**src/hdl/c8ie_pkg.sv**
```systemverilog
`default_nettype none
// ============================================================================
// c8ie_pkg : shared types and constants for the CHIP-8 execute core
// Payload structs, opcode and error codes, register map, sizing constants.
// ============================================================================
package c8ie_pkg;

    // sizing
    localparam int ADDR_BITS     = 12;                          // counter / stack entry width
    localparam int FETCH_BITS    = 12;                          // reported fetch address width
    localparam int STK_DEPTH     = 16;                          // return stack entries
    localparam int STK_IDX_BITS  = (STK_DEPTH > 1) ? $clog2(STK_DEPTH) : 1;
    localparam int STK_LVL_BITS  = $clog2(STK_DEPTH + 1);
    localparam int NUM_VREGS     = 16;
    localparam int VREG_BITS     = $clog2(NUM_VREGS);
    localparam int PADDR_BITS    = 3;
    localparam int PDATA_BITS    = 32;

    typedef logic [ADDR_BITS-1:0]    addr_t;
    typedef logic [STK_LVL_BITS-1:0] lvl_t;
    typedef logic [STK_IDX_BITS-1:0] stk_idx_t;
    typedef logic [VREG_BITS-1:0]    vidx_t;

    localparam logic [FETCH_BITS-1:0] PROG_START_RESET = 12'd512;

    // register map (register index = paddr[2])
    localparam logic REG_PROGRAM_START = 1'b0;

    // flag register and V0 indices
    localparam vidx_t REG_VF = 4'hF;
    localparam vidx_t REG_V0 = 4'h0;

    // top nibble opcodes
    localparam logic [3:0] OP_SYS  = 4'h0;
    localparam logic [3:0] OP_JP   = 4'h1;
    localparam logic [3:0] OP_CALL = 4'h2;
    localparam logic [3:0] OP_SE   = 4'h3;
    localparam logic [3:0] OP_SNE  = 4'h4;
    localparam logic [3:0] OP_SEV  = 4'h5;
    localparam logic [3:0] OP_LD   = 4'h6;
    localparam logic [3:0] OP_ADD  = 4'h7;
    localparam logic [3:0] OP_ALU  = 4'h8;
    localparam logic [3:0] OP_SNEV = 4'h9;
    localparam logic [3:0] OP_LDI  = 4'hA;
    localparam logic [3:0] OP_JPV  = 4'hB;
    localparam logic [3:0] OP_RND  = 4'hC;
    localparam logic [3:0] OP_KEY  = 4'hE;

    // 8xyN sub-ops
    localparam logic [3:0] ALU_MOV = 4'h0;
    localparam logic [3:0] ALU_OR  = 4'h1;
    localparam logic [3:0] ALU_AND = 4'h2;
    localparam logic [3:0] ALU_XOR = 4'h3;
    localparam logic [3:0] ALU_ADD = 4'h4;
    localparam logic [3:0] ALU_SUB = 4'h5;
    localparam logic [3:0] ALU_SHR = 4'h6;
    localparam logic [3:0] ALU_SBN = 4'h7;
    localparam logic [3:0] ALU_SHL = 4'hE;

    localparam logic [11:0] NNN_CLS  = 12'h0E0;
    localparam logic [11:0] NNN_RET  = 12'h0EE;
    localparam logic [7:0]  KK_SKP   = 8'h9E;
    localparam logic [7:0]  KK_SKNP  = 8'hA1;

    typedef enum logic [1:0] {
        ERR_NONE      = 2'd0,
        ERR_OVERFLOW  = 2'd1,
        ERR_UNDERFLOW = 2'd2,
        ERR_UNKNOWN   = 2'd3
    } err_t;

    typedef struct packed {
        logic [15:0] instruction;
        logic [7:0]  random_byte;
    } in_t;

    typedef struct packed {
        logic [FETCH_BITS-1:0] fetch_address;
        logic [1:0]            error_code;
        logic                  clear_screen;
    } out_t;

    // architectural state seen by the execute logic
    typedef struct packed {
        addr_t pc;
        lvl_t  level;
        err_t  err;
        logic [7:0] vf;
        logic [7:0] v0;
    } arch_t;

    // updates produced by one executed instruction
    typedef struct packed {
        addr_t       pc_next;
        err_t        err_next;
        logic        cls;
        logic        vf_we;
        logic [7:0]  vf_data;
        logic        ram_we;
        vidx_t       ram_waddr;
        logic [7:0]  ram_wdata;
        logic        idx_we;
        logic [11:0] idx_data;
        logic        push;
        addr_t       push_data;
        lvl_t        level_next;
    } exec_t;

endpackage
`default_nettype wire

```
**src/hdl/c8ie_ram.sv**
```systemverilog
`default_nettype none
// ============================================================================
// c8ie_ram : generic single-write, single-read synchronous RAM
// One write port, one read port, read data registered (read-first).
// ============================================================================
module c8ie_ram #(
    parameter int WIDTH = 8,
    parameter int DEPTH = 16
) (
    input  wire logic                                     clk,
    input  wire logic                                     we,
    input  wire logic [((DEPTH > 1) ? $clog2(DEPTH) : 1)-1:0] waddr,
    input  wire logic [WIDTH-1:0]                         wdata,
    input  wire logic                                     re,
    input  wire logic [((DEPTH > 1) ? $clog2(DEPTH) : 1)-1:0] raddr,
    output logic      [WIDTH-1:0]                         rdata
);

    logic [WIDTH-1:0] mem_reg [DEPTH];
    logic [WIDTH-1:0] rdata_reg;

    always_ff @(posedge clk)
    begin
        if (we)
        begin
            mem_reg[waddr] <= wdata;
        end
        if (re)
        begin
            rdata_reg <= mem_reg[raddr];
        end
    end

    assign rdata = rdata_reg;

endmodule
`default_nettype wire

```
**src/hdl/c8ie_exec.sv**
```systemverilog
`default_nettype none
// ============================================================================
// c8ie_exec : instruction decode and execute
// Decodes one instruction against current state and returns all updates.
// ============================================================================
module c8ie_exec (
    input  wire c8ie_pkg::in_t   ins,
    input  wire c8ie_pkg::arch_t st,
    input  wire logic [7:0]      vx,
    input  wire logic [7:0]      vy,
    input  wire c8ie_pkg::addr_t stack_top,
    output c8ie_pkg::exec_t      ex
);

    logic [3:0]      top;
    c8ie_pkg::vidx_t x;
    c8ie_pkg::vidx_t y;
    logic [3:0]      n;
    logic [11:0]     nnn;
    logic [7:0]      kk;
    c8ie_pkg::addr_t next_pc;
    c8ie_pkg::addr_t skip_pc;
    c8ie_pkg::addr_t nnn_addr;
    logic [8:0]      sum9;
    logic            flag;
    logic            flag_we;
    logic [7:0]      res;
    logic            res_we;
    logic [7:0]      vxa;
    logic [7:0]      vya;

    assign top      = ins.instruction[15:12];
    assign x        = ins.instruction[11:8];
    assign y        = ins.instruction[7:4];
    assign n        = ins.instruction[3:0];
    assign nnn      = ins.instruction[11:0];
    assign kk       = ins.instruction[7:0];
    assign next_pc  = st.pc + c8ie_pkg::addr_t'(2);
    assign skip_pc  = st.pc + c8ie_pkg::addr_t'(4);
    assign nnn_addr = c8ie_pkg::addr_t'(nnn);
    assign sum9     = {1'b0, vx} + {1'b0, vy};

    always_comb
    begin
        ex            = '0;
        ex.pc_next    = next_pc;
        ex.err_next   = st.err;
        ex.level_next = st.level;
        ex.push_data  = next_pc;
        ex.ram_waddr  = x;
        ex.idx_data   = nnn;
        flag          = 1'b0;
        flag_we       = 1'b0;
        res           = 8'h00;
        res_we        = 1'b0;
        vxa           = vx;
        vya           = vy;

        if (st.err == c8ie_pkg::ERR_NONE)
        begin
            case (top)
                c8ie_pkg::OP_SYS:
                begin
                    if (nnn == c8ie_pkg::NNN_CLS)
                    begin
                        ex.cls = 1'b1;
                    end
                    else if (nnn == c8ie_pkg::NNN_RET)
                    begin
                        if (st.level == c8ie_pkg::lvl_t'(0))
                        begin
                            ex.err_next = c8ie_pkg::ERR_UNDERFLOW;
                        end
                        else
                        begin
                            ex.level_next = st.level - c8ie_pkg::lvl_t'(1);
                            ex.pc_next    = stack_top;
                        end
                    end
                    else
                    begin
                        ex.err_next = c8ie_pkg::ERR_UNKNOWN;
                    end
                end
                c8ie_pkg::OP_JP:   ex.pc_next = nnn_addr;
                c8ie_pkg::OP_CALL:
                begin
                    if (st.level == c8ie_pkg::lvl_t'(c8ie_pkg::STK_DEPTH))
                    begin
                        ex.err_next = c8ie_pkg::ERR_OVERFLOW;
                    end
                    else
                    begin
                        ex.push       = 1'b1;
                        ex.level_next = st.level + c8ie_pkg::lvl_t'(1);
                        ex.pc_next    = nnn_addr;
                    end
                end
                c8ie_pkg::OP_SE:   if (vx == kk) ex.pc_next = skip_pc;
                c8ie_pkg::OP_SNE:  if (vx != kk) ex.pc_next = skip_pc;
                c8ie_pkg::OP_SEV:  if (vx == vy) ex.pc_next = skip_pc;
                c8ie_pkg::OP_SNEV: if (vx != vy) ex.pc_next = skip_pc;
                c8ie_pkg::OP_LD:
                begin
                    res    = kk;
                    res_we = 1'b1;
                end
                c8ie_pkg::OP_ADD:
                begin
                    res    = vx + kk;
                    res_we = 1'b1;
                end
                c8ie_pkg::OP_ALU:
                begin
                    case (n)
                        c8ie_pkg::ALU_MOV: begin res = vy;      res_we = 1'b1; end
                        c8ie_pkg::ALU_OR:  begin res = vx | vy; res_we = 1'b1; end
                        c8ie_pkg::ALU_AND: begin res = vx & vy; res_we = 1'b1; end
                        c8ie_pkg::ALU_XOR: begin res = vx ^ vy; res_we = 1'b1; end
                        c8ie_pkg::ALU_ADD:
                        begin
                            // sum taken before the flag lands
                            flag    = sum9[8];
                            flag_we = 1'b1;
                            res     = sum9[7:0];
                            res_we  = 1'b1;
                        end
                        c8ie_pkg::ALU_SUB:
                        begin
                            flag    = (vx > vy);
                            flag_we = 1'b1;
                            vxa     = (x == c8ie_pkg::REG_VF) ? {7'd0, flag} : vx;
                            vya     = (y == c8ie_pkg::REG_VF) ? {7'd0, flag} : vy;
                            res     = vxa - vya;
                            res_we  = 1'b1;
                        end
                        c8ie_pkg::ALU_SHR:
                        begin
                            flag    = vx[0];
                            flag_we = 1'b1;
                            vxa     = (x == c8ie_pkg::REG_VF) ? {7'd0, flag} : vx;
                            res     = {1'b0, vxa[7:1]};
                            res_we  = 1'b1;
                        end
                        c8ie_pkg::ALU_SBN:
                        begin
                            flag    = (vy > vx);
                            flag_we = 1'b1;
                            vxa     = (x == c8ie_pkg::REG_VF) ? {7'd0, flag} : vx;
                            vya     = (y == c8ie_pkg::REG_VF) ? {7'd0, flag} : vy;
                            res     = vya - vxa;
                            res_we  = 1'b1;
                        end
                        c8ie_pkg::ALU_SHL:
                        begin
                            flag    = vx[7];
                            flag_we = 1'b1;
                            vxa     = (x == c8ie_pkg::REG_VF) ? {7'd0, flag} : vx;
                            res     = {vxa[6:0], 1'b0};
                            res_we  = 1'b1;
                        end
                        default:   ex.err_next = c8ie_pkg::ERR_UNKNOWN;
                    endcase
                end
                c8ie_pkg::OP_LDI:  ex.idx_we = 1'b1;
                c8ie_pkg::OP_JPV:  ex.pc_next = c8ie_pkg::addr_t'(st.v0) + nnn_addr;
                c8ie_pkg::OP_RND:
                begin
                    res    = ins.random_byte & kk;
                    res_we = 1'b1;
                end
                c8ie_pkg::OP_KEY:
                begin
                    if (kk != c8ie_pkg::KK_SKP && kk != c8ie_pkg::KK_SKNP)
                    begin
                        ex.err_next = c8ie_pkg::ERR_UNKNOWN;
                    end
                end
                default: ; // display, timer and key ops: advance only
            endcase

            // result to VF overrides the flag
            ex.vf_we     = flag_we || (res_we && x == c8ie_pkg::REG_VF);
            ex.vf_data   = (res_we && x == c8ie_pkg::REG_VF) ? res : {7'd0, flag};
            ex.ram_we    = res_we && (x != c8ie_pkg::REG_VF);
            ex.ram_wdata = res;

            if (ex.err_next != c8ie_pkg::ERR_NONE)
            begin
                ex.pc_next    = st.pc;
                ex.cls        = 1'b0;
                ex.vf_we      = 1'b0;
                ex.ram_we     = 1'b0;
                ex.idx_we     = 1'b0;
                ex.push       = 1'b0;
                ex.level_next = st.level;
            end
        end
        else
        begin
            ex.pc_next = st.pc;
        end
    end

endmodule
`default_nettype wire

```
**src/hdl/chip8_instruction_execute.sv**
```systemverilog
`default_nettype none
// Result: an accepted transaction has its result registered on out_data when it leaves execute.
// Throughput: one instruction per cycle while the result channel is not stalled; V0..VE and
//   the return stack live in registered-read RAMs addressed at accept, so execute uses the read data.
// Reset: V registers read as zero, index and stack level zero, no error, counter
//   at program_start (512); the return stack holds nothing valid until pushed.
// ============================================================================
// chip8_instruction_execute : CHIP-8 instruction execute core
// Two-stage core: register-file/stack read at accept, execute and write-back
// in the second stage, result held in an output register.
// ============================================================================
module chip8_instruction_execute (
    input  wire logic                                 clk,
    input  wire logic                                 rst_n,
    // instruction channel
    input  wire logic                                 in_valid,
    output logic                                      in_ready,
    input  wire c8ie_pkg::in_t                        in_data,
    // result channel
    output logic                                      out_valid,
    input  wire logic                                 out_ready,
    output c8ie_pkg::out_t                            out_data,
    // APB configuration port
    input  wire logic                                 psel,
    input  wire logic                                 penable,
    input  wire logic                                 pwrite,
    input  wire logic [c8ie_pkg::PADDR_BITS-1:0]      paddr,
    input  wire logic [c8ie_pkg::PDATA_BITS-1:0]      pwdata,
    output logic      [c8ie_pkg::PDATA_BITS-1:0]      prdata,
    output logic                                      pready
);

    // ------------------------------------------------------------------
    // Handshake and pipeline control
    // ------------------------------------------------------------------
    logic in_accept;
    logic s1_adv;       // execute stage retires its transaction this cycle
    logic cfg_we;

    logic                  s1_valid_reg;
    c8ie_pkg::in_t         s1_data_reg;
    logic                  out_valid_reg;
    c8ie_pkg::out_t        out_data_reg;

    // architectural state kept in flops
    c8ie_pkg::addr_t       pc_reg;
    c8ie_pkg::lvl_t        level_reg;
    c8ie_pkg::err_t        err_reg;
    logic [7:0]            vf_reg;       // VF lives here, never in the RAM
    logic [7:0]            v0_reg;       // shadow of V0 for Bnnn
    logic [11:0]           index_reg;
    logic [c8ie_pkg::NUM_VREGS-1:0] vld_reg;  // RAM entry written since reset
    logic [c8ie_pkg::FETCH_BITS-1:0] prog_start_reg;

    // forwarding of the write that lands on the same edge as the RAM read
    logic                  dfwd_valid_reg;
    c8ie_pkg::vidx_t       dfwd_addr_reg;
    logic [7:0]            dfwd_data_reg;
    logic                  sfwd_valid_reg;
    c8ie_pkg::addr_t       sfwd_data_reg;

    c8ie_pkg::exec_t       ex;
    c8ie_pkg::arch_t       st;
    c8ie_pkg::lvl_t        level_eff;
    c8ie_pkg::stk_idx_t    stk_raddr;
    c8ie_pkg::vidx_t       s1_x;
    c8ie_pkg::vidx_t       s1_y;
    logic [7:0]            rd_x;
    logic [7:0]            rd_y;
    logic [7:0]            vx_mem;
    logic [7:0]            vy_mem;
    logic [7:0]            vx;
    logic [7:0]            vy;
    c8ie_pkg::addr_t       stk_rd;
    c8ie_pkg::addr_t       stack_top;

    assign s1_adv    = s1_valid_reg && (!out_valid_reg || out_ready);
    assign in_ready  = !s1_valid_reg || s1_adv;
    assign in_accept = in_valid && in_ready;
    assign out_valid = out_valid_reg;
    assign out_data  = out_data_reg;

    // ------------------------------------------------------------------
    // Configuration: program_start, which also reloads the counter
    // ------------------------------------------------------------------
    assign pready = 1'b1;
    assign cfg_we = psel && penable && pwrite && pready;

    always_comb
    begin
        prdata = '0;
        if (paddr[2] == c8ie_pkg::REG_PROGRAM_START)
        begin
            prdata = c8ie_pkg::PDATA_BITS'(prog_start_reg);
        end
    end

    // ------------------------------------------------------------------
    // Register file (V0..VE): two copies for the x and y read ports
    // ------------------------------------------------------------------
    c8ie_ram #(.WIDTH(8), .DEPTH(c8ie_pkg::NUM_VREGS)) u_vram_x (
        .clk   (clk),
        .we    (s1_adv && ex.ram_we),
        .waddr (ex.ram_waddr),
        .wdata (ex.ram_wdata),
        .re    (in_accept),
        .raddr (in_data.instruction[11:8]),
        .rdata (rd_x)
    );

    c8ie_ram #(.WIDTH(8), .DEPTH(c8ie_pkg::NUM_VREGS)) u_vram_y (
        .clk   (clk),
        .we    (s1_adv && ex.ram_we),
        .waddr (ex.ram_waddr),
        .wdata (ex.ram_wdata),
        .re    (in_accept),
        .raddr (in_data.instruction[7:4]),
        .rdata (rd_y)
    );

    // ------------------------------------------------------------------
    // Return stack: read the would-be top at accept, using the level as it
    // stands after the instruction retiring on the same edge.
    // ------------------------------------------------------------------
    assign level_eff = s1_adv ? ex.level_next : level_reg;
    assign stk_raddr = c8ie_pkg::stk_idx_t'(level_eff - c8ie_pkg::lvl_t'(1));

    c8ie_ram #(.WIDTH(c8ie_pkg::ADDR_BITS), .DEPTH(c8ie_pkg::STK_DEPTH)) u_stack (
        .clk   (clk),
        .we    (s1_adv && ex.push),
        .waddr (c8ie_pkg::stk_idx_t'(level_reg)),
        .wdata (ex.push_data),
        .re    (in_accept),
        .raddr (stk_raddr),
        .rdata (stk_rd)
    );

    // A push on the read edge targets exactly the slot being read.
    assign stack_top = sfwd_valid_reg ? sfwd_data_reg : stk_rd;

    // ------------------------------------------------------------------
    // Operand resolution: forward, then valid bit (unwritten reads zero),
    // VF always from its flop.
    // ------------------------------------------------------------------
    assign s1_x = s1_data_reg.instruction[11:8];
    assign s1_y = s1_data_reg.instruction[7:4];

    assign vx_mem = (dfwd_valid_reg && dfwd_addr_reg == s1_x) ? dfwd_data_reg :
                    (vld_reg[s1_x] ? rd_x : 8'h00);
    assign vy_mem = (dfwd_valid_reg && dfwd_addr_reg == s1_y) ? dfwd_data_reg :
                    (vld_reg[s1_y] ? rd_y : 8'h00);
    assign vx     = (s1_x == c8ie_pkg::REG_VF) ? vf_reg : vx_mem;
    assign vy     = (s1_y == c8ie_pkg::REG_VF) ? vf_reg : vy_mem;

    assign st.pc    = pc_reg;
    assign st.level = level_reg;
    assign st.err   = err_reg;
    assign st.vf    = vf_reg;
    assign st.v0    = v0_reg;

    c8ie_exec u_exec (
        .ins       (s1_data_reg),
        .st        (st),
        .vx        (vx),
        .vy        (vy),
        .stack_top (stack_top),
        .ex        (ex)
    );

    // ------------------------------------------------------------------
    // Payload registers (no reset)
    // ------------------------------------------------------------------
    always_ff @(posedge clk)
    begin
        if (in_accept)
        begin
            s1_data_reg    <= in_data;
            dfwd_addr_reg  <= ex.ram_waddr;
            dfwd_data_reg  <= ex.ram_wdata;
            sfwd_data_reg  <= ex.push_data;
        end
        if (s1_adv)
        begin
            out_data_reg.fetch_address <= ex.pc_next[c8ie_pkg::FETCH_BITS-1:0];
            out_data_reg.error_code    <= ex.err_next;
            out_data_reg.clear_screen  <= ex.cls;
        end
    end

    // ------------------------------------------------------------------
    // Control and architectural state
    // ------------------------------------------------------------------
    always_ff @(posedge clk or negedge rst_n)
    begin
        if (!rst_n)
        begin
            s1_valid_reg   <= 1'b0;
            out_valid_reg  <= 1'b0;
            dfwd_valid_reg <= 1'b0;
            sfwd_valid_reg <= 1'b0;
            prog_start_reg <= c8ie_pkg::PROG_START_RESET;
            pc_reg         <= c8ie_pkg::addr_t'(c8ie_pkg::PROG_START_RESET);
            level_reg      <= '0;
            err_reg        <= c8ie_pkg::ERR_NONE;
            vf_reg         <= 8'h00;
            v0_reg         <= 8'h00;
            index_reg      <= 12'h000;
            vld_reg        <= '0;
        end
        else
        begin
            if (in_accept)
            begin
                s1_valid_reg   <= 1'b1;
                dfwd_valid_reg <= s1_adv && ex.ram_we;
                sfwd_valid_reg <= s1_adv && ex.push;
            end
            else if (s1_adv)
            begin
                s1_valid_reg <= 1'b0;
            end

            if (s1_adv)
            begin
                out_valid_reg <= 1'b1;
            end
            else if (out_ready)
            begin
                out_valid_reg <= 1'b0;
            end

            if (s1_adv)
            begin
                pc_reg    <= ex.pc_next;
                level_reg <= ex.level_next;
                err_reg   <= ex.err_next;
                if (ex.vf_we)
                begin
                    vf_reg <= ex.vf_data;
                end
                if (ex.ram_we)
                begin
                    vld_reg[ex.ram_waddr] <= 1'b1;
                    if (ex.ram_waddr == c8ie_pkg::REG_V0)
                    begin
                        v0_reg <= ex.ram_wdata;
                    end
                end
                if (ex.idx_we)
                begin
                    index_reg <= ex.idx_data;
                end
            end

            // to be written only while idle, which the block does not enforce; also moves the counter there
            if (cfg_we && paddr[2] == c8ie_pkg::REG_PROGRAM_START)
            begin
                prog_start_reg <= pwdata[c8ie_pkg::FETCH_BITS-1:0];
                pc_reg         <= c8ie_pkg::addr_t'(pwdata[c8ie_pkg::FETCH_BITS-1:0]);
            end
        end
    end

endmodule
`default_nettype wire

```
**config.mk**
```make
export PLATFORM = sky130hd
export DESIGN_NAME = chip8_instruction_execute
export DESIGN_NICKNAME = d
export VERILOG_FILES = /design/src/hdl/c8ie_pkg.sv /design/src/hdl/c8ie_ram.sv /design/src/hdl/c8ie_exec.sv /design/src/hdl/chip8_instruction_execute.sv
export SDC_FILE = /design/constraint.sdc
export NUM_CORES = 1
export LEC_CHECK = 0
export BUFFER_PORTS_ARGS = -buffer_cell sky130_fd_sc_hd__buf_2
export CELL_PAD_IN_SITES_DETAIL_PLACEMENT = 0
export CELL_PAD_IN_SITES_GLOBAL_PLACEMENT = 1
export CORE_MARGIN = 5
export CORE_UTILIZATION = 36
export DETAILED_ROUTE_END_ITERATION = 8
export PLACE_DENSITY = 0.69
export REMOVE_ABC_BUFFERS = 1
export SLEW_MARGIN = 30
export SYNTH_ARGS = -nofsm -noshare
export SYNTH_HDL_FRONTEND = slang
export SYNTH_HIERARCHICAL = 1
export SYNTH_SLANG_ARGS = --single-unit
```
**constraint.sdc**
```tcl
create_clock -name clk -period 5.9 [get_ports clk]
set_input_delay 1.77 -clock clk [delete_from_list [all_inputs] [get_ports clk]]
set_output_delay 1.77 -clock clk [all_outputs]
set_load 0.02 [all_outputs]
```
Word-level counts from Yosys, hierarchy flattened

Memory sizes are Yosys's and may differ from the RTL's. A register that Yosys moved wholly into a read port is not among the register bits.
Index checks and enable logic that the tools add are counted.

Flip-flop bits (word level): 130
Bits in writable memories: 448
Output and inout bits: 50
Memories: 3

Memories:

| name             | depth | width | read ports | clocked after Yosys merged registers in | wr ports | RTL line       | RTL |
|---|---|---|---|---|---|---|---|
| u_stack.mem_reg  | 16    | 12    | 1          | 1                                       | 1        | c8ie_ram.sv:19 | `logic [WIDTH-1:0] mem_reg [DEPTH];` |
| u_vram_x.mem_reg | 16    | 8     | 1          | 1                                       | 1        | c8ie_ram.sv:19 |  |
| u_vram_y.mem_reg | 16    | 8     | 1          | 1                                       | 1        | c8ie_ram.sv:19 |  |

Add/subtract/negate cells: 10
Order comparisons: 5
Equality and inequality tests: 35
Muxes and demuxes: 79
Bitwise logic cells: 8
Reduce and logical (&&, ||, !) cells: 34

Operator list:

| cell                    | count |
|---|---|
| $mux W12                | 13 |
| $mux W8                 | 12 |
| $pmux W12 S8            | 1 |
| $pmux W8 S9             | 1 |
| $eq A4 B4 Y1 const B    | 9 |
| $mux W5                 | 7 |
| $eq A4 B3 Y1 const B    | 8 |
| $pmux W8 S4             | 1 |
| $mux W1                 | 26 |
| $eq A12 B8 Y1 const B   | 2 |
| $and A8 B8 Y8           | 2 |
| $eq A4 B2 Y1 const B    | 4 |
| $eq A8 B8 Y1            | 2 |
| $gt A8 B8 Y1            | 2 |
| $ne A8 B8 Y1            | 2 |
| $ne A8 B8 Y1 const B    | 2 |
| $or A16 B16 Y16         | 1 |
| $sub A8 B8 Y8           | 2 |
| $mux W14                | 1 |
| $mux W2                 | 7 |
| $logic_and A1 B1 Y1     | 13 |
| $mux W13                | 1 |
| $add A12 B2 Y12 const B | 1 |
| $add A12 B3 Y12 const B | 1 |
| other kinds (34)        | 50 |

Depth between registers and ports, before layout

Gate-level depths: netlist (run 1).

Word-level depth: 15
Depth in mapped cells: 26
Depth with buffers taken out: 24

By module

Netlist (run 1), hierarchy kept.

Modules (own cells, without submodules):

| module                    | instances | cells each | area each (um^2) |
|---|---|---|---|
| c8ie_ram at u_vram_x ...  | 2         | 229        | 5,227.5 |
| c8ie_ram at u_stack       | 1         | 329        | 7,719.9 |
| chip8_instruction_execute | 1         | 431        | 5,675.4 |
| c8ie_exec                 | 1         | 706        | 4,890.9 |

Worst setup path before layout (run 1)

OpenSTA, ideal clock, no wires.

Path kind: flip-flop to flip-flop
From: register s1_data_reg[18] (netlist name)
To: register v0_reg[6]
Setup time: 70 ps
Data arrival time: 5,918 ps
Data required time: 5,830 ps
Path slack: -89 ps
Cell stages (with the launch flop): 26
Period minus slack after synthesis: 5,989 ps
Cells stage by stage: edfxtp_1 buf_2 mux4_2 mux2i_4 mux2i_4 nand3_1 a31oi_1 inv_1 ha_1 o21bai_1 a21oi_1 o21bai_1 a221o_1 nand2_1 o21a_1 ha_1 inv_1 fa_1 a21o_1 a221oi_1 a31oi_1 xnor2_1 o211ai_1 a221oi_1 nor2_1 mux2_2

RTL lines:

| item                   | RTL line                         | RTL |
|---|---|---|
| start, declared        | chip8_instruction_execute.sv:41  | `c8ie_pkg::in_t s1_data_reg;` |
| start signal, assigned | chip8_instruction_execute.sv:177 | `s1_data_reg <= in_data;` |
| end signal, assigned   | chip8_instruction_execute.sv:246 | `v0_reg <= ex.ram_wdata;` |
| end, declared          | chip8_instruction_execute.sv:50  | `logic [7:0] v0_reg;` |

==> impl_results.md, run 1 <==
- Area of the multi-input gates: 10100 sq um
- Via Count: 17199
- Worst flop-to-flop path startpoint: s1_data_reg[16]
- Layout Nets: 2196
- First DRT Iteration DRCs: 1470
- Maximum VDD drop: 229 uV
- CP max stage cell: edfxtp_1
- Worst r2r dst: u_vram_x/mem_reg[7][4]
- Fillers: 7118
- Ys Warns: 6
- RePlAce Congestion: 0.889
- Avg Synthesized Cell Area: 15.0 sq um
- Worst EP arrival: 6110 ps
- Count of hold-fix buffers inserted at cts: 0
- Clk_skew: 34.3 ps
- Crit Path Class: flop to flop
- Placeable Area: 79000 sq um
- Buffers plus inverters on the worst setup path: 8
- Hold wc startpoint: prog_start_reg[9]
- Flop-to-flop setup slack: 130 ps
- F_max: 173 MHz
- Hold depth: 2
- H-tree Lvls: 3
- Critical Path Fanout Max: 8
- Avg WL per Cell: 22.5 um
- Fin area: 33000 sq um
- Post-synth design cell area: 28600 sq um
- Post-DP Area: 30600 sq um
- First-pass GRT wire length: 107 mm
- ANT cells: 0
- Worst Setup End Kind: flop
- GRT overflow: 0
- CTS tree: done
- Hold endpoint: prog_start_reg[9]
- Die area: 85300 sq um
- Site Rows: 103
- Vias per inst: 5.43
- Pleak: 11.4 nW
- Register area: 17900 sq um
- CTS root buf: clkbuf_16
- Max Root-Sink Buffers: 3
- PD cells: 385 nW/um^2
- Router iterations before antenna repair: 5
- Relative slew slack: 37.0%
- Status: finished, final reports clean
- Largest net degree at the start of global routing: 68
- Width of the chip: 292 um
- Hold Vio Cnt, Final: 0
- Max-slew violations: 0
- Placed Instances: 3037
- R2R depth: 26
- RSZ-0062 raised after global routing: true
- Number of CTS-inserted buffers: 67
- Post-Synthesis Cells: 1911
- Initial antenna violation count: 1
- ANT nets after route: 0
- PortBufs: 72
- Ratio of cells with drive above 1 in the final layout: 22.2%
- Clk sink count: 606
- Tot GR Track Use: 16.2%
- Worst endpoint required time: 6240 ps
- Area delta synth->final: 15.1%
- Worst skew pair latency: 610 ps
- Crit-path most repeated cell: buf_4
- Final worst-path cycle share: 97.8%
- WL final: 71.4 mm
- Startpoint Class: flop
- Drt drc: 0
- Vert. Die Dim: 292 um
- Initial core utilization: 36.3%
- Least-Margin Pin Slew: 942 ps
- Number of setup violations in the final report: 0
- Hold Path Class: flop to flop
- Largest register FFs: 192
- CP delay by family, top: compound AO/OA/AOI/OAI gates
- Final Non-Filler Cells: 3168
- Minimum period implied by the final worst setup slack: 5770 ps
- DP HPWL: 47.7 mm
- Vias in the first global route: 17186
- CP peak stage delay: 520 ps
- Io pins: 116
- Total of max-cap violations: 0
- Clock Pin Slew Worst Setup and Hold Paths: 60 ps
==> routing by layer <==
layer	up-vias	wire length [um]	GRT usage [%]
met5	-	0	0
met2	534	33500	25.9
met1	8784	32000	23.0
met3	116	4000	2.72
li1	7765	-	-
met4	0	1930	4.39
==> cell type report <==
type | instances | share of cell area [%]
well taps | 1050 | 3.98
inverters | 63 | 0.725
clock inverters | 40 | 1.10
clock buffers | 81 | 5.34
repair buffers | 185 | 4.07
flip-flops and latches | 606 | 54.2
multi-input cells | 1143 | 30.6
==> metrics by stage <==
stage	util, %	setup WS [ps]	hold WS, ps	total power [mW]	setup TNS (ps)
CTS	41.4	11.9	461	12.7	0
global route	41.7	-86.5	481	13.3	-3510
floorplan	-	-3150	433	7.49	-89370
detailed placement	38.7	-52.9	451	8.73	-1670
global placement	38.7	94.9	446	8.67	0
finish	41.7	127	458	12.7	0
==> placed cells by master, fill, tap and decap left out, types with 31 or more instances in the layout <==
cell       instances
nand3_1           37
buf_2             69
a21oi_1           44
mux2_2            31
mux4_1            46
nand2_1          176
ha_1              57
nor2_1           107
edfxtp_1         539
a22oi_1           64
o21ai_0           37
mux4_2            79
xnor2_1           32
nor3_1            31
buf_4            105
clkbuf_16         69
inv_1             58
dfrtp_1           65
==> how the worst max path moves through the flow <==
stage                     cells past startpoint            start                       to  slack, ps
after floorplan                               8        out_ready         u_stack/rdata[4]      -3150
after global placement                       23  s1_data_reg[16]   u_vram_x/mem_reg[6][6]         90
after detailed placement                     23  s1_data_reg[16]   u_vram_x/mem_reg[6][6]        -50
after CTS                                    23  s1_data_reg[16]  u_vram_x/mem_reg[13][6]         10
after global routing                         26  s1_data_reg[16]   u_vram_x/mem_reg[7][4]        -90
final                                        26  s1_data_reg[16]   u_vram_x/mem_reg[7][4]        130
==> report_power, final <==
part	total [mW]	internal, mW	leakage [nW]	switching [mW]
Sequential	5.47	5.22	5.44	0.250
Combinational	3.23	1.29	4.93	1.95
Clock	3.98	2.29	1.03	1.69
==> tightest hold or removal path: stages (launching register included) <==
cell	delay, ps
dfstp_2	360
nand2_1	50
nand2_1	50
==> timing repair <==
action,4_1_cts,5_1_grt
pin swaps,1,6
setup buffers,1,8
endpoints found under the setup margin,33,104
gates resized for setup,1,37
gates cloned,0,1
hold endpoints to repair,0,0
(Power assumes the default switching activity.)
==> run 2: changes to the inputs <==
Settings changed: PLACE_DENSITY 0.69 to 0.66.
Clock period 5.9 ns to 6.89 ns, I/O delays scaled along.
==> run 2 against run 1 <==
Compared with the run above: global-route usage fell by 0.12 points; clock skew rose by 33 ps; flip-flop and latch count did not move; core utilization fell by 0.74 points; critical path type unchanged; critical endpoint is now u_vram_x/mem_reg[15][6]; largest cell class unchanged; highest routed layer unchanged.
==> impl_results.md, run 2 (same netlist as run 1, synthesis figures left out) <==
- Status: finished, final reports clean
- Clock power frac: 30.4% (-1.0 points)
- Clock Pin Slew Worst Setup and Hold Paths: 60 ps (about the same)
- Post-CTS sizing: 0 (-1)
- Hold Path Class: flop to flop
- Fin util: 41.0% (-0.74 points)
- CP max stage cell: edfxtp_1
- ANT nets after route: 0 (unchanged)
- Most common cell after layout, fill and taps aside: edfxtp_1
- Switch share: 31.0% (+0.33 points)
- Clk sink count: 606 (unchanged)
- PortBufs: 72 (unchanged)
- Final worst setup slack: 583 ps (+456 ps)
- Placeable Area: 79000 sq um (unchanged)
- Max Root-Sink Buffers: 3 (unchanged)
- Initial core utilization: 36.3% (unchanged)
- CP peak stage delay: 600 ps (+80 ps)
- Via Count: 17124 (-0.44%)
- GRT overflow: 0 (unchanged)
- H-tree Lvls: 2 (-1)
- Hold Vio Cnt, Final: 0 (unchanged)
- Critical Path Fanout Max: 33 (+25)
- Die area: 85300 sq um (unchanged)
- Avg WL per Cell: 22.6 um (+0.21%)
- Layout Nets: 2162 (-1.5%)
- Largest net degree at the start of global routing: 68 (unchanged)
- Maximum VDD drop: 273 uV (+19%)
- CTS tree: done
- Relative slew slack: 34.5% (-2.5 points)
- Crit Path Class: flop to flop
- Area delta synth->final: 13.1%
- RePlAce Congestion: 0.888 (about the same)
- Largest register FFs: 192 (unchanged)
- Fin area: 32400 sq um (-1.8%)
- F_max: 159 MHz (-8.5%)
- Vias in the first global route: 16876 (-1.8%)
- Io pins: 116 (unchanged)
- Worst flop-to-flop path startpoint: s1_data_reg[18]
- Initial antenna violation count: 1 (unchanged)
- Worst EP arrival: 6680 ps (+570 ps)
- Least-Margin Pin Slew: 982 ps (+40.7 ps)
- R2R depth: 26 (unchanged)
- CTS root buf: clkbuf_16
- Drt drc: 0 (unchanged)
- Width of the chip: 292 um (unchanged)
- RSZ-0062 raised after global routing: false
- Flop pwr share: 44.1% (+1.0 points)
- Final Non-Filler Cells: 3133 (-1.1%)
- Count of hold-fix buffers inserted at cts: 0 (unchanged)
- Number of CTS-inserted buffers: 61 (-9.0%)
- Clk_skew: 67.6 ps (+33.3 ps)
- Final Power: 10.6 mW (-16%)
- Post-DP Area: 30400 sq um (-0.54%)
- Startpoint Class: flop
- Worst endpoint required time: 7260 ps (+1020 ps)
- Number of setup violations in the final report: 0 (unchanged)
- WL final: 70.7 mm (-0.90%)
- Pleak: 11.2 nW (-2.1%)
- WHS: 462 ps (+4.04 ps)
- Hold depth: 2 (unchanged)
- Total of max-cap violations: 0 (unchanged)
- CP startpoint: s1_data_reg[18]
- Ratio of cells with drive above 1 in the final layout: 19.8% (-2.4 points)
- DP HPWL: 47.7 mm (-0.18%)
- First DRT Iteration DRCs: 1643 (+12%)
- Leading cell types in the layout, fill and taps excluded: 539 x edfxtp_1, 176 x nand2_1, 107 x nor2_1
- First-pass GRT wire length: 107 mm (-0.26%)
- Final worst-path cycle share: 91.5% (-6.3 points)
- Router iterations before antenna repair: 6 (+1)
- Placed Instances: 3019 (-0.59%)
- Worst skew pair latency: 660 ps (+50 ps)
- Comb pwr share: 25.5% (about the same)
- Vias per inst: 5.47 (+0.68%)
- Max-slew violations: 0 (unchanged)
- Worst Setup End Kind: flop
- Minimum period implied by the final worst setup slack: 6310 ps (+534 ps)
- Post-CTS Setup Repair Bufs: 0 (-1)
- Sum Neg Setup Slack: 0 ps (unchanged)
- NetSw: 3.29 mW (-15%)
- Crit-path most repeated cell: inv_1
- Tot GR Track Use: 16.1% (-0.12 points)
- PD cells: 328 nW/um^2 (-15%)
- Internal power: 7.32 mW (-17%)
- Pre-CTS setup slack: 656 ps (+709 ps)
- Site Rows: 103 (unchanged)
- Hold wc startpoint: prog_start_reg[9]
- Vert. Die Dim: 292 um (unchanged)
-- run 2: worst paths after layout --
check,to,slack [ps]
max,u_vram_x/mem_reg[15][6],580
min,prog_start_reg[9],460
max reg2reg,u_vram_x/mem_reg[15][6],580
min reg2reg,prog_start_reg[9],460
max in group asynchronous,vld_reg[7],4940
min in group asynchronous,prog_start_reg[7],1430
-- run 2: cell type report --
class                      instances  area [sq um]
sequential                       606         17900
clock buffer                      77          1620
clock inverter                    36           354
tap                             1050          1310
antenna                            1          2.50
inverter                          63           238
fill                            7143         46600
multi-input combinational       1143          9960
timing repair buffer             157          1050
-- run 2: layer usage --
metal,share of wire (%),GRT usage (%)
met2,48,26.3
met5,0,0
met4,1.7,3.26
met1,45,23.1
met3,5.6,2.26
-- run 2: power by group through the flow --
stage | clock, mW | sequential, mW | combinational, mW
2_1_floorplan | 0 | 4.72 | 1.70
3_3_place_gp | 0 | 4.75 | 2.66
3_5_place_dp | 0 | 4.75 | 2.71
4_1_cts | 3.32 | 4.68 | 2.71
5_1_grt | 3.48 | 4.71 | 2.93
6_report | 3.23 | 4.68 | 2.70
-- run 2: critical path: cells and delay by family, from the launching register on --
family	cells	cell delay, ps
AO/OA/AOI/OAI	10	2140
XOR/XNOR	2	390
adder cells (fa/ha/maj)	3	990
buffers and inverters	6	970
flip-flops	1	600
AND/OR/NAND/NOR	5	890
